### src/sfa_pkg.sv
// Package for the segment fit allocator: sizes, codes and table entry types.
// Used by the table RAM, the top level and the port checker.
`timescale 1ns / 1ps
package sfa_pkg;

    localparam int MAX_SEGMENTS = 64;
    localparam int ADDR_BITS    = 16;
    localparam int IDX_W        = $clog2(MAX_SEGMENTS);
    localparam int CNT_W        = IDX_W + 1;
    localparam int LEN_W        = ADDR_BITS + 1;
    localparam int ID_W         = 16;

    localparam logic [LEN_W-1:0] POOL_MAX = LEN_W'(1) << ADDR_BITS;
    localparam logic [ID_W-1:0]  ID_LAST  = '1;
    localparam logic [ID_W-1:0]  ID_FIRST = ID_W'(1);

    localparam logic [1:0] ST_OK     = 2'd0;
    localparam logic [1:0] ST_NOFIT  = 2'd1;
    localparam logic [1:0] ST_NOID   = 2'd2;
    localparam logic [1:0] ST_FULL   = 2'd3;

    localparam logic [1:0] POL_FIRST = 2'd0;
    localparam logic [1:0] POL_BEST  = 2'd1;
    localparam logic [1:0] POL_WORST = 2'd2;

    localparam logic       MODE_ALLOC = 1'b0;
    localparam logic       MODE_FREE  = 1'b1;

    localparam logic [1:0] REG_POLICY = 2'd0;
    localparam logic [1:0] REG_POOL   = 2'd1;

    typedef struct packed {
        logic [LEN_W-1:0] len;
        logic             free;
        logic [ID_W-1:0]  owner;
    } t_seg;

    typedef struct packed {
        logic             we;
        logic [IDX_W-1:0] addr;
        t_seg             data;
    } t_wr;

endpackage

### src/sfa_table.sv
// Segment table RAM: one write port, one read port, registered read data.
// Depends on sfa_pkg.
`timescale 1ns / 1ps
module sfa_table (
    input  logic                    i_clk,
    input  sfa_pkg::t_wr            i_wr,
    input  logic [sfa_pkg::IDX_W-1:0] i_raddr,
    output sfa_pkg::t_seg           o_rdata
);
    import sfa_pkg::*;

    t_seg r_mem [MAX_SEGMENTS];
    t_seg r_rdata;

    always_ff @(posedge i_clk) begin
        if (i_wr.we) begin
            r_mem[i_wr.addr] <= i_wr.data;
        end
        r_rdata <= r_mem[i_raddr];
    end

    assign o_rdata = r_rdata;

endmodule

### src/segment_fit_allocator_top.sv
// Segment fit allocator top level: request sequencer around the segment table.
// Depends on sfa_pkg and sfa_table.
`timescale 1ns / 1ps
// One request is worked at a time. The table sits in a single-port-read RAM,
// so each request walks it one entry per cycle: a search pass over the live
// segments, then for a split or merge a shift of the entries above the
// touched one (each moved entry is read, then written one place over), then
// a statistics pass over the live segments. Once the result is registered,
// the sequencer returns to idle and can take the next request. A configuration
// write takes priority over a request offered in the same cycle. Writing
// pool_size resets the table to one free segment and restarts ids at 1; the
// first cycle after reset or that write rebuilds entry 0 and holds off
// requests for that cycle.
module segment_fit_allocator_top (
    input  logic        i_clk,
    input  logic        i_rst_n,
    input  logic        i_s_tvalid,
    output logic        o_s_tready,
    input  logic [39:0] i_s_tdata,   // req_size[16:0], owner_id[32:17], zero fill
    input  logic        i_s_tuser,   // mode
    output logic        o_m_tvalid,
    input  logic        i_m_tready,
    output logic [71:0] o_m_tdata,   // granted_id[15:0], used_total[32:16],
                                     // free_total[49:33], largest_free[66:50], zero fill
    output logic [1:0]  o_m_tuser,   // status
    input  logic        i_cfg_valid,
    output logic        o_cfg_ready,
    input  logic [1:0]  i_cfg_index,
    input  logic [16:0] i_cfg_data
);
    import sfa_pkg::*;

    localparam logic [3:0] S_IDLE   = 4'd0;
    localparam logic [3:0] S_SCAN   = 4'd1;
    localparam logic [3:0] S_AEV    = 4'd2;
    localparam logic [3:0] S_SHR_RD = 4'd3;
    localparam logic [3:0] S_SHR_WR = 4'd4;
    localparam logic [3:0] S_AW0    = 4'd5;
    localparam logic [3:0] S_AW1    = 4'd6;
    localparam logic [3:0] S_FNX    = 4'd7;
    localparam logic [3:0] S_FNW    = 4'd8;
    localparam logic [3:0] S_FAP    = 4'd9;
    localparam logic [3:0] S_SHL_RD = 4'd10;
    localparam logic [3:0] S_SHL_WR = 4'd11;
    localparam logic [3:0] S_STAT   = 4'd12;
    localparam logic [3:0] S_DONE   = 4'd13;

    logic [3:0]       r_state;
    logic             r_init;
    logic [1:0]       r_pol;
    logic [LEN_W-1:0] r_pool;
    logic [CNT_W-1:0] r_cnt;
    logic [ID_W-1:0]  r_id;

    logic             r_mode;
    logic [LEN_W-1:0] r_size;
    logic [ID_W-1:0]  r_oid;

    logic [CNT_W-1:0] r_a;
    logic             r_v;
    logic [IDX_W-1:0] r_ri;
    logic             r_fnd;
    logic [IDX_W-1:0] r_sel;
    logic [LEN_W-1:0] r_slen;
    logic             r_pf;
    logic [LEN_W-1:0] r_pl;
    logic             r_nf;
    logic [LEN_W-1:0] r_nl;
    logic [CNT_W-1:0] r_ptr;
    logic [1:0]       r_gap;

    logic [1:0]       r_status;
    logic [ID_W-1:0]  r_gid;
    logic [LEN_W-1:0] r_used;
    logic [LEN_W-1:0] r_free;
    logic [LEN_W-1:0] r_lg;

    logic             r_ovalid;
    logic [71:0]      r_odata;
    logic [1:0]       r_ouser;

    t_wr              w_wr;
    logic [IDX_W-1:0] w_raddr;
    t_seg             w_rd;
    logic             w_issue;
    logic             w_fit;
    logic             w_take;
    logic             w_match;
    logic [LEN_W-1:0] w_cfg_pool;
    logic [ID_W-1:0]  w_id_next;
    logic [CNT_W-1:0] w_sel_c;

    sfa_table u_table (
        .i_clk   (i_clk),
        .i_wr    (w_wr),
        .i_raddr (w_raddr),
        .o_rdata (w_rd)
    );

    assign o_s_tready  = (r_state == S_IDLE) && !r_init && !i_cfg_valid;
    assign o_cfg_ready = (r_state == S_IDLE);
    assign o_m_tvalid  = r_ovalid;
    assign o_m_tdata   = r_odata;
    assign o_m_tuser   = r_ouser;

    assign w_issue   = (r_a < r_cnt);
    assign w_id_next = (r_id == ID_LAST) ? ID_FIRST : r_id + ID_W'(1);
    assign w_sel_c   = {1'b0, r_sel};
    assign w_fit     = w_rd.free && (w_rd.len >= r_size);
    assign w_match   = !w_rd.free && (w_rd.owner == r_oid);

    always_comb begin
        w_cfg_pool = i_cfg_data;
        if (w_cfg_pool == '0) begin
            w_cfg_pool = LEN_W'(1);
        end else if (w_cfg_pool > POOL_MAX) begin
            w_cfg_pool = POOL_MAX;
        end
    end

    always_comb begin
        case (r_pol)
            POL_BEST:  w_take = !r_fnd || (w_rd.len < r_slen);
            POL_WORST: w_take = !r_fnd || (w_rd.len > r_slen);
            default:   w_take = !r_fnd;
        endcase
    end

    always_comb begin
        w_wr    = '0;
        w_raddr = r_a[IDX_W-1:0];
        unique case (r_state)
            S_IDLE: begin
                w_wr.we   = r_init;
                w_wr.addr = '0;
                w_wr.data = '{len: r_pool, free: 1'b1, owner: '0};
            end
            S_AEV: begin
                w_wr.we   = r_fnd && (r_slen == r_size);
                w_wr.addr = r_sel;
                w_wr.data = '{len: r_size, free: 1'b0, owner: r_id};
            end
            S_SHR_RD: begin
                w_raddr = IDX_W'(r_ptr - CNT_W'(1));
            end
            S_SHR_WR: begin
                w_wr.we   = 1'b1;
                w_wr.addr = r_ptr[IDX_W-1:0];
                w_wr.data = w_rd;
            end
            S_AW0: begin
                w_wr.we   = 1'b1;
                w_wr.addr = r_sel;
                w_wr.data = '{len: r_size, free: 1'b0, owner: r_id};
            end
            S_AW1: begin
                w_wr.we   = 1'b1;
                w_wr.addr = r_sel + IDX_W'(1);
                w_wr.data = '{len: r_slen - r_size, free: 1'b1, owner: '0};
            end
            S_FNX: begin
                w_raddr = r_sel + IDX_W'(1);
            end
            S_FAP: begin
                w_wr.we        = 1'b1;
                w_wr.data.free = 1'b1;
                if (r_pf) begin
                    w_wr.addr     = r_sel - IDX_W'(1);
                    w_wr.data.len = r_pl + r_slen + (r_nf ? r_nl : '0);
                end else begin
                    w_wr.addr     = r_sel;
                    w_wr.data.len = r_slen + (r_nf ? r_nl : '0);
                end
            end
            S_SHL_RD: begin
                w_raddr = r_ptr[IDX_W-1:0];
            end
            S_SHL_WR: begin
                w_wr.we   = 1'b1;
                w_wr.addr = IDX_W'(r_ptr - CNT_W'(r_gap));
                w_wr.data = w_rd;
            end
            default: ;
        endcase
    end

    always_ff @(posedge i_clk) begin
        if (!i_rst_n) begin
            r_state  <= S_IDLE;
            r_init   <= 1'b1;
            r_pol    <= POL_FIRST;
            r_pool   <= POOL_MAX;
            r_cnt    <= CNT_W'(1);
            r_id     <= ID_FIRST;
            r_ovalid <= 1'b0;
            r_v      <= 1'b0;
        end else begin
            if (r_ovalid && i_m_tready) begin
                r_ovalid <= 1'b0;
            end
            unique case (r_state)
                S_IDLE: begin
                    if (r_init) begin
                        r_init <= 1'b0;
                    end else if (i_s_tvalid && o_s_tready) begin
                        r_mode  <= i_s_tuser;
                        r_size  <= i_s_tdata[16:0];
                        r_oid   <= i_s_tdata[32:17];
                        r_a     <= '0;
                        r_v     <= 1'b0;
                        r_fnd   <= 1'b0;
                        r_pf    <= 1'b0;
                        r_gid   <= '0;
                        r_state <= S_SCAN;
                    end
                    if (i_cfg_valid) begin
                        if (i_cfg_index == REG_POLICY) begin
                            r_pol <= i_cfg_data[1:0];
                        end else if (i_cfg_index == REG_POOL) begin
                            r_pool <= w_cfg_pool;
                            r_cnt  <= CNT_W'(1);
                            r_id   <= ID_FIRST;
                            r_init <= 1'b1;
                        end
                    end
                end
                S_SCAN: begin
                    r_v  <= w_issue;
                    r_ri <= r_a[IDX_W-1:0];
                    if (w_issue) begin
                        r_a <= r_a + CNT_W'(1);
                    end
                    if (r_mode == MODE_ALLOC) begin
                        if (r_v && w_fit && w_take) begin
                            r_fnd  <= 1'b1;
                            r_sel  <= r_ri;
                            r_slen <= w_rd.len;
                        end
                        if (!w_issue && !r_v) begin
                            r_state <= S_AEV;
                        end
                    end else begin
                        if (r_v && w_match) begin
                            r_sel   <= r_ri;
                            r_slen  <= w_rd.len;
                            r_v     <= 1'b0;
                            r_state <= S_FNX;
                        end else begin
                            if (r_v) begin
                                r_pf <= w_rd.free;
                                r_pl <= w_rd.len;
                            end
                            if (!w_issue && !r_v) begin
                                r_status <= ST_NOID;
                                r_a      <= '0;
                                r_used   <= '0;
                                r_free   <= '0;
                                r_lg     <= '0;
                                r_state  <= S_STAT;
                            end
                        end
                    end
                end
                S_AEV: begin
                    r_ptr <= r_cnt;
                    if (!r_fnd) begin
                        r_status <= ST_NOFIT;
                    end else if (r_slen == r_size) begin
                        r_status <= ST_OK;
                        r_gid    <= r_id;
                        r_id     <= w_id_next;
                    end else if (r_cnt == CNT_W'(MAX_SEGMENTS)) begin
                        r_status <= ST_FULL;
                    end
                    if (r_fnd && (r_slen != r_size) && (r_cnt != CNT_W'(MAX_SEGMENTS))) begin
                        r_state <= S_SHR_RD;
                    end else begin
                        r_a     <= '0;
                        r_used  <= '0;
                        r_free  <= '0;
                        r_lg    <= '0;
                        r_state <= S_STAT;
                    end
                end
                S_SHR_RD: begin
                    if (r_ptr >= w_sel_c + CNT_W'(2)) begin
                        r_state <= S_SHR_WR;
                    end else begin
                        r_state <= S_AW0;
                    end
                end
                S_SHR_WR: begin
                    r_ptr   <= r_ptr - CNT_W'(1);
                    r_state <= S_SHR_RD;
                end
                S_AW0: begin
                    r_state <= S_AW1;
                end
                S_AW1: begin
                    r_cnt    <= r_cnt + CNT_W'(1);
                    r_status <= ST_OK;
                    r_gid    <= r_id;
                    r_id     <= w_id_next;
                    r_a      <= '0;
                    r_used   <= '0;
                    r_free   <= '0;
                    r_lg     <= '0;
                    r_state  <= S_STAT;
                end
                S_FNX: begin
                    if (w_sel_c + CNT_W'(1) < r_cnt) begin
                        r_state <= S_FNW;
                    end else begin
                        r_nf    <= 1'b0;
                        r_state <= S_FAP;
                    end
                end
                S_FNW: begin
                    r_nf    <= w_rd.free;
                    r_nl    <= w_rd.len;
                    r_state <= S_FAP;
                end
                S_FAP: begin
                    r_status <= ST_OK;
                    r_gap    <= {1'b0, r_pf} + {1'b0, r_nf};
                    if (r_pf && r_nf) begin
                        r_ptr <= w_sel_c + CNT_W'(2);
                    end else if (r_pf) begin
                        r_ptr <= w_sel_c + CNT_W'(1);
                    end else if (r_nf) begin
                        r_ptr <= w_sel_c + CNT_W'(2);
                    end else begin
                        r_ptr <= r_cnt;
                    end
                    r_state <= S_SHL_RD;
                end
                S_SHL_RD: begin
                    if (r_ptr < r_cnt) begin
                        r_state <= S_SHL_WR;
                    end else begin
                        r_cnt   <= r_cnt - CNT_W'(r_gap);
                        r_a     <= '0;
                        r_used  <= '0;
                        r_free  <= '0;
                        r_lg    <= '0;
                        r_state <= S_STAT;
                    end
                end
                S_SHL_WR: begin
                    r_ptr   <= r_ptr + CNT_W'(1);
                    r_state <= S_SHL_RD;
                end
                S_STAT: begin
                    r_v <= w_issue;
                    if (w_issue) begin
                        r_a <= r_a + CNT_W'(1);
                    end
                    if (r_v) begin
                        if (w_rd.free) begin
                            r_free <= r_free + w_rd.len;
                            if (w_rd.len > r_lg) begin
                                r_lg <= w_rd.len;
                            end
                        end else begin
                            r_used <= r_used + w_rd.len;
                        end
                    end
                    if (!w_issue && !r_v) begin
                        r_state <= S_DONE;
                    end
                end
                S_DONE: begin
                    if (!r_ovalid || i_m_tready) begin
                        r_ovalid <= 1'b1;
                        r_ouser  <= r_status;
                        r_odata  <= {5'd0, r_lg, r_free, r_used, r_gid};
                        r_state  <= S_IDLE;
                    end
                end
                default: r_state <= S_IDLE;
            endcase
        end
    end

endmodule

### config.mk
export PLATFORM = sky130hd
export DESIGN_NAME = segment_fit_allocator_top
export DESIGN_NICKNAME = d
export VERILOG_FILES = /design/src/sfa_pkg.sv /design/src/sfa_table.sv /design/src/segment_fit_allocator_top.sv
export SDC_FILE = /design/constraint.sdc
export NUM_CORES = 2
export LEC_CHECK = 0
export ABC_AREA = 1
export ABC_CLOCK_PERIOD_IN_PS = 6500
export BUFFER_PORTS_ARGS = -buffer_cell sky130_fd_sc_hd__buf_2
export CAP_MARGIN = 5
export CORE_MARGIN = 10
export CORE_UTILIZATION = 30
export CTS_CLUSTER_SIZE = 30
export DETAILED_ROUTE_END_ITERATION = 6
export GPL_ROUTABILITY_DRIVEN = 1
export PLACE_DENSITY = 0.54
export SLEW_MARGIN = 30
export SYNTH_ARGS = -nofsm -noshare
export SYNTH_HDL_FRONTEND = slang
export SYNTH_SLANG_ARGS = --single-unit
export TNS_END_PERCENT = 5
### constraint.sdc
create_clock -name i_clk -period 6.5 [get_ports i_clk]
set_input_delay 0 -clock i_clk [delete_from_list [all_inputs] [get_ports i_clk]]
set_output_delay 0 -clock i_clk [all_outputs]
set_load 0.02 [all_outputs]
### Word-level counts from Yosys, hierarchy flattened

Memories as Yosys holds them, arrays and structs flattened. A register that Yosys moved wholly into a read port is not among the register bits.
Cells that the tools add are included.

| word-level totals | value |
|---|---|
| logic and storage cells | 273 |
| flip-flop bits (word level) | 303 |
| bits in latches | 0 |
| RAM bits | 2176 |
| bits in read-only memories | 0 |
| memories | 1 |

| cells by class | value |
|---|---|
| $add $sub $neg | 18 |
| muxes and demuxes | 101 |
| reduce and logical (&&, ||, !) cells | 64 |
| bitwise gates (word level) | 3 |
| shift operators | 0 |
| multiply operators | 0 |
| divide/modulo/power cells | 0 |
| equality and inequality tests | 48 |
| $lt $le $gt $ge | 9 |

Memories:

| memory | depth | bits a word | rd ports | clocked after memory_dff | wr ports | RTL line | text |
|---|---|---|---|---|---|---|---|
| u_table.r_mem | 64 | 34 | 1 | 1 | 1 | sfa_table.sv:12 | `t_seg r_mem [MAX_SEGMENTS];` |

Operators by type and width:

| cell | count |
|---|---|
| two-way mux 17 bit | 18 |
| one-hot mux 17 bit (5 select lines) | 3 |
| one-hot mux 25 bit (7 select lines) | 1 |
| two-way mux 16 bit | 10 |
| two-way mux 7 bit | 15 |
| one-hot mux 16 bit (3 select lines) | 2 |
| adder 17 bit | 5 |
| one-hot mux 4 bit (13 select lines) | 1 |
| one-hot mux 7 bit (6 select lines) | 1 |
| != test 2 bit (second input constant) | 19 |
| two-way mux 4 bit | 9 |
| AND reduction 6 bit | 6 |
| greater-than comparator 17 bit | 2 |
| one-hot mux 16 bit (2 select lines) | 1 |
| one-hot mux 7 bit (4 select lines) | 1 |
| == test 4 bit (second input constant) | 6 |
| two-way mux 23 bit | 1 |
| adder 7 x 1 -> 7 bit (second input constant) | 3 |
| less-than comparator 7 bit | 3 |
| one-hot mux 7 bit (3 select lines) | 1 |
| two-way mux 1 bit | 20 |
| two-way mux 6 bit | 3 |
| one-hot mux 6 bit (3 select lines) | 1 |
| AND reduction 9 bit | 2 |
| other kinds (52) | 109 |

### Longest topological paths before layout

| depth | value |
|---|---|
| depth after elaboration | 7 |
| depth in mapped cells | 19 |
| depth with buffers taken out | 18 |

### Hierarchy

From an unflattened synthesis, not the netlist that was laid out.

| unflattened totals | value |
|---|---|
| cells, all modules | 9506 |
| area, all modules | 107752.1 um^2 |

By module, submodules not included:

| module | area each (um^2) | cells each | times used | seq. area each (um^2) |
|---|---|---|---|---|
| sfa_table | 87970.6 | 7205 | 1 | 66023.3 |
| segment_fit_allocator_top | 19781.5 | 2301 | 1 | 8608.3 |

### Worst setup path after synthesis

Ideal clock, no wire load.

| path | value |
|---|---|
| path type | flip-flop to flip-flop |
| from | register r_state[0] |
| to | register r_odata[0] (netlist: o_m_tdata[0]), enable pin |
| data required time | 5.919 ns |
| data arrival time | 5.427 ns |
| cell stages (with the launch flop) | 5 |
| period minus slack after synthesis | 6.008 ns |
| setup time | 0.581 ns |
| slack | 0.492 ns |
| cell sequence | dfxtp_1 > inv_1 > nor2_1 > nand3_1 > nor3_1 |

| between the ends | value |
|---|---|
| cells in the longest elaborated chain, start to end | 2 |

Ends and longest elaborated chain:

| what | RTL line | text |
|---|---|---|
| start, declared | segment_fit_allocator_top.sv:48 | `logic [3:0] r_state;` |
| start signal, assigned | segment_fit_allocator_top.sv:189 | `r_state <= S_IDLE;` |
| start signal, assigned | segment_fit_allocator_top.sv:214 | `r_state <= S_SCAN;` |
| start signal, assigned | segment_fit_allocator_top.sv:240 | `r_state <= S_AEV;` |
| == test 4 bit | segment_fit_allocator_top.sv:201 | `unique case (r_state)` |
| AND reduction 3 bit (no source line) | n/a |  |
| end signal, assigned | segment_fit_allocator_top.sv:376 | `r_odata <= {5'd0, r_lg, r_free, r_used, r_gid};` |
| end, declared | segment_fit_allocator_top.sv:79 | `logic [71:0] r_odata;` |

No other way between the ends.
A chain may end at the register's enable or synchronous reset.

### Worst setup path in the final report

| path | value |
|---|---|
| from | register r_slen[2] |
| to | memory u_table.r_mem[55][7] (netlist bit), enable pin |

| between the ends | value |
|---|---|
| cells in the longest elaborated chain, start to end | 5 |

Ends and longest elaborated chain:

| what | RTL line | text |
|---|---|---|
| start, declared | segment_fit_allocator_top.sv:64 | `logic [LEN_W-1:0] r_slen;` |
| start signal, assigned | segment_fit_allocator_top.sv:237 | `r_slen <= w_rd.len;` |
| start signal, assigned | segment_fit_allocator_top.sv:245 | `r_slen <= w_rd.len;` |
| == test 17 bit | segment_fit_allocator_top.sv:139 | `w_wr.we = r_fnd && (r_slen == r_size);` |
| logical AND 1 bit | segment_fit_allocator_top.sv:139 |  |
| one-hot mux 25 bit (7 select lines) | segment_fit_allocator_top.sv:132 | `unique case (r_state)` |
| two-way mux 1 bit | sfa_table.sv:16 | `if (i_wr.we) begin` |
| two-way mux 1 bit (not written as such) | sfa_table.sv:17 | `r_mem[i_wr.addr] <= i_wr.data;` |
| end, declared | sfa_table.sv:12 |  |

No other way between the ends.

==> reports/results.tsv <==
stage	metric	value	unit
min_path	Hold WC Path Type	input pin to flip-flop	
run	max_cap viols	0	
logic_synthesis	Synth area leaders	edfxtp_1 (64%), nand3_1 (11%), nand2_1 (6.8%), inv_1 (6.7%), nand3b_1 (2.3%)	
logic_synthesis	Cell variety after synth	54	
power	Logic pwr share	25.5	%
power	Peak VDD IR	0.276	mV
logic_synthesis	Yosys reg bits	2513	
logic_synthesis	main combinational cell family by area after synthesis	simple AND/OR/NAND/NOR gates	
timing	Slew Limit Headroom	18.0	%
logic_synthesis	Top FF cell, synth	edfxtp_1	
setup_path	CP most frequent cell	nand4_1	
setup_path	Critical Path, Cell by Cell	ha_1 > nand4_1 > nor3_1 > nand4_1 > o21ai_0 > inv_1 > nor2_1 > nand2_1 > nor2_4 > buf_12	
clock_tree	CTS Buf Count	288	
clock_tree	H-tree depth	5	
logic_synthesis	sequential fraction of the synthesis area	65.0	%
floorplanning	Die Y	639	um
floorplanning	total core area	382000	um2
logic_synthesis	Ys Warns	0	
cells_and_area	Final #Nets	11566	
clock_tree	Worst-Skew Late Latency	890	ps
setup_path	Worst Reg-to-Reg Cells	10	
setup_path	WP depth	10	
setup_path	CP endpoint kind	flip-flop	
power	Switch Pwr	15.8	mW
place	DP HPWL	191000	um
timing	Final Hold Fails	0	
place	Buffers on Ports	129	
setup_path	Worst Path Arrival	5610	ps
timing	final slew viol count	0	
power	Seq pwr share	41.6	%
logic_synthesis	Synth Area in Compound Gates	2.52	%
power	Int Power	31.0	mW
detailed_routing	Detailed Routing Iterations Pass 1	7	
floorplanning	io pins	142	
setup_path	WP data required	7010	ps
setup_path	peak per-stage delay on the critical path	900	ps
timing	final clock skew	74.2	ps
timing	Slew @ Worst Pin	1230	ps
grt	largest net degree at the start of global routing	181	
setup_path	R2R Path End	u_table.r_mem[55][7]$_DFFE_PP_	
timing	Period minus WS final	5100	ps
logic_synthesis	Synth Area in Simple Gates	21.0	%
clock_tree	Num Clock Sinks	2513	
setup_path	CP Class	flip-flop to flip-flop	
clock_tree	Longest Clk Path Bufs	4	
logic_synthesis	Synth Area in XOR/XNOR	0.297	%
detailed_routing	DRC violations left	17	
clock_tree	CTS tree	built	
timing	Setup violations, final	0	
power	P per Cell Area	352	nW/um2
outcome	failing checks	design-rule violations	
setup_path	WP buf/inv	2	
logic_synthesis	top cells by count, synth	edfxtp_1 (2430), nand3_1 (2415), nand2_1 (2067)	
power	Final Total Pwr	46.9	mW
setup_path	reg2reg start	r_slen[2]$_DFFE_PP_	
logic_synthesis	ys async rst share	0	%
place	RePlAce Congestion	0.898	
setup_path	Worst Setup EP	u_table.r_mem[55][7]$_DFFE_PP_	
power	Clock power frac	32.9	%
setup_path	r2r setup slk	1400	ps
setup_path	Critical Path Start	r_slen[2]$_DFFE_PP_	
logic_synthesis	most frequent cell after synthesis	edfxtp_1	
grt	initial antenna violation count	4	
setup_path	CP top delay family	simple AND/OR/NAND/NOR gates	
logic_synthesis	cell taking the most area after synthesis	edfxtp_1	
logic_synthesis	number of synthesized flops with an enable pin	2430	
floorplanning	number of cell rows	227	
detailed_routing	drt wl/cell	20.3	um
timing	post-route setup TNS	0	ps
floorplanning	area of the die	408000	um2
setup_path	crit path launch type	flip-flop	
setup_path	Slowest cell on crit path	nor2_4	
logic_synthesis	Post-Synth Adder-Cell Area	2.29	%
cells_and_area	area grow syn2layout	15.8	%
cells_and_area	share of cells above drive strength 1	7.71	%
logic_synthesis	Post-Syn Area	115000	um2
cells_and_area	# fillers	37948	
timing	RSZ-0062 raised after global routing	no	
detailed_routing	routed wire length	336000	um
power	Pleak	54.2	nW
logic_synthesis	post-synth top area share	63.5	%
detailed_routing	Initial DRC Count	7835	
clock_tree	CTS clock-pin slew for the worst setup and hold paths	60	ps
detailed_routing	via count	78813	
detailed_routing	Final ANT Viol Nets	0	
timing	fin crit share	78.4	%
grt	Total GRT Usage	15.8	%
clock_tree	Clk Tree Root Cell	clkbuf_16	
power	sw frac	33.8	%
grt	first-pass GRT wire length	495000	um
logic_synthesis	Mapped Avg Cell Area	10.3	um2
timing	f_max	196	MHz
setup_path	critical path peak fanout	20	
detailed_routing	Vias/cell	4.76	
grt	total gr overflow	0	
outcome	status	finished with violations	
grt	vias in the first global route	73623	
logic_synthesis	Cells after Synth	11100	
logic_synthesis	post-synthesis mux area share	0	%
floorplanning	Initial Util	30.1	%
floorplanning	die width	639	um
==> cell type report <==
| class | instances | area (um2) | share of cell area (%) |
|---|---|---|---|
| flip-flops and latches | 2513 | 74600 | 56.1 |
| multi-input cells | 5953 | 30900 | 23.3 |
| clock buffers | 381 | 7880 | 5.92 |
| inverters | 2062 | 7760 | 5.84 |
| well taps | 5038 | 6300 | 4.74 |
| repair buffers | 487 | 4520 | 3.40 |
| clock inverters | 126 | 950 | 0.714 |
| diodes | 5 | 12.5 | 0.00941 |
==> routing by layer <==
layer / track usage [%] / vias to the layer above / part of all wire, %
met3: 2.19 / 510 / 6.3
met4: 4.36 / 2 / 2.7
met2: 25.3 / 2608 / 46
met1: 22.4 / 38055 / 45
li1: - / 37638 / -
met5: 0 / - / 0.0060
==> placed cells by master (no fill, tap or decap), types with 21 or more instances in the layout <==
cell,n
a21oi_1,199
buf_12,63
buf_2,129
buf_4,158
clkbuf_1,73
clkbuf_16,299
clkinv_1,54
clkinv_2,44
dfxtp_1,83
dlygate4sd3_1,134
edfxtp_1,2430
fa_1,23
ha_1,173
inv_1,2049
nand2_1,2057
nand3_1,2409
nand3b_1,346
nand4_1,29
nor2_1,197
nor2_4,69
nor3_1,36
o21ai_0,161
o22ai_1,21
xor2_1,26
==> sequential cells by signal, summed over array words and instances (netlist names), 4 cells and up <==
register         flops
u_table.o_rdata     34
r_ptr                7
r_size              17
r_pl                17
u_table.r_mem     2176
r_ri                 6
o_m_tdata           67
r_cnt                7
r_a                  7
r_nl                17
r_used              17
r_id                16
r_pool              17
r_lg                17
r_state              4
r_gid               16
r_slen              17
r_sel                6
r_oid               16
r_free              17
==> cell families (layout without fill, tap and decap cells) <==
family	count (synthesis)	count (layout)
xor gates and xnor gates	39	39
DFF	2513	2513
buffers and inverters	2638	3056
adders and majority gates	196	196
and+or+nand+nor	5205	5205
AOI/OAI and AO/OA	508	508
other	1	10
==> power groups by stage <==
stage | sequential [mW] | combinational (mW) | clock (mW)
2_1_floorplan | 19.6 | 7.24 | 0
3_3_place_gp | 19.8 | 11.7 | 0
3_5_place_dp | 19.8 | 11.8 | 0
4_1_cts | 19.5 | 11.9 | 15.7
5_1_grt | 19.5 | 13.1 | 16.3
6_report | 19.5 | 12.0 | 15.4
==> worst min path at each step <==
stage,slack (ps),startpoint,endpoint,cells past startpoint
after floorplan,90,i_cfg_valid,o_s_tready,1
after global placement,180,i_s_tuser,r_mode$_DFFE_PP_,1
after detailed placement,180,i_s_tdata[9],r_size[9]$_DFFE_PP_,1
after CTS,40,i_cfg_data[0],r_pool[0]$_SDFFE_PN0P_,4
after global routing,110,i_cfg_data[0],r_pool[0]$_SDFFE_PN0P_,4
final,90,i_cfg_data[0],r_pool[0]$_SDFFE_PN0P_,4
==> timing repair <==
action	CTS	global route
hold buffers	134	0
setup buffers	0	0
hold endpoints to repair	152	0
resized for setup	0	0
==> worst min-delay path, delay by kind of cell <==
family | cells | cell delay [ps]
AO/OA/AOI/OAI | 2 | 260
buffers and inverters | 2 | 650
==> per-stage QoR <==
step | cell area [um2] | hold WS (ps) | worst slack (ps) | cells | util (%)
2_1_floorplan | 115000 | 90.3 | 492 | 11104 | -
3_3_place_gp | 123000 | 179 | 1370 | 15916 | 32.1
3_5_place_dp | 123000 | 179 | 1560 | 15919 | 32.2
4_1_cts | 133000 | 40.9 | 1520 | 16560 | 34.8
5_1_grt | 133000 | 110 | 1160 | 16562 | 34.8
6_report | 133000 | 90.2 | 1400 | 16565 | 34.8
(Power assumes the default switching activity.)
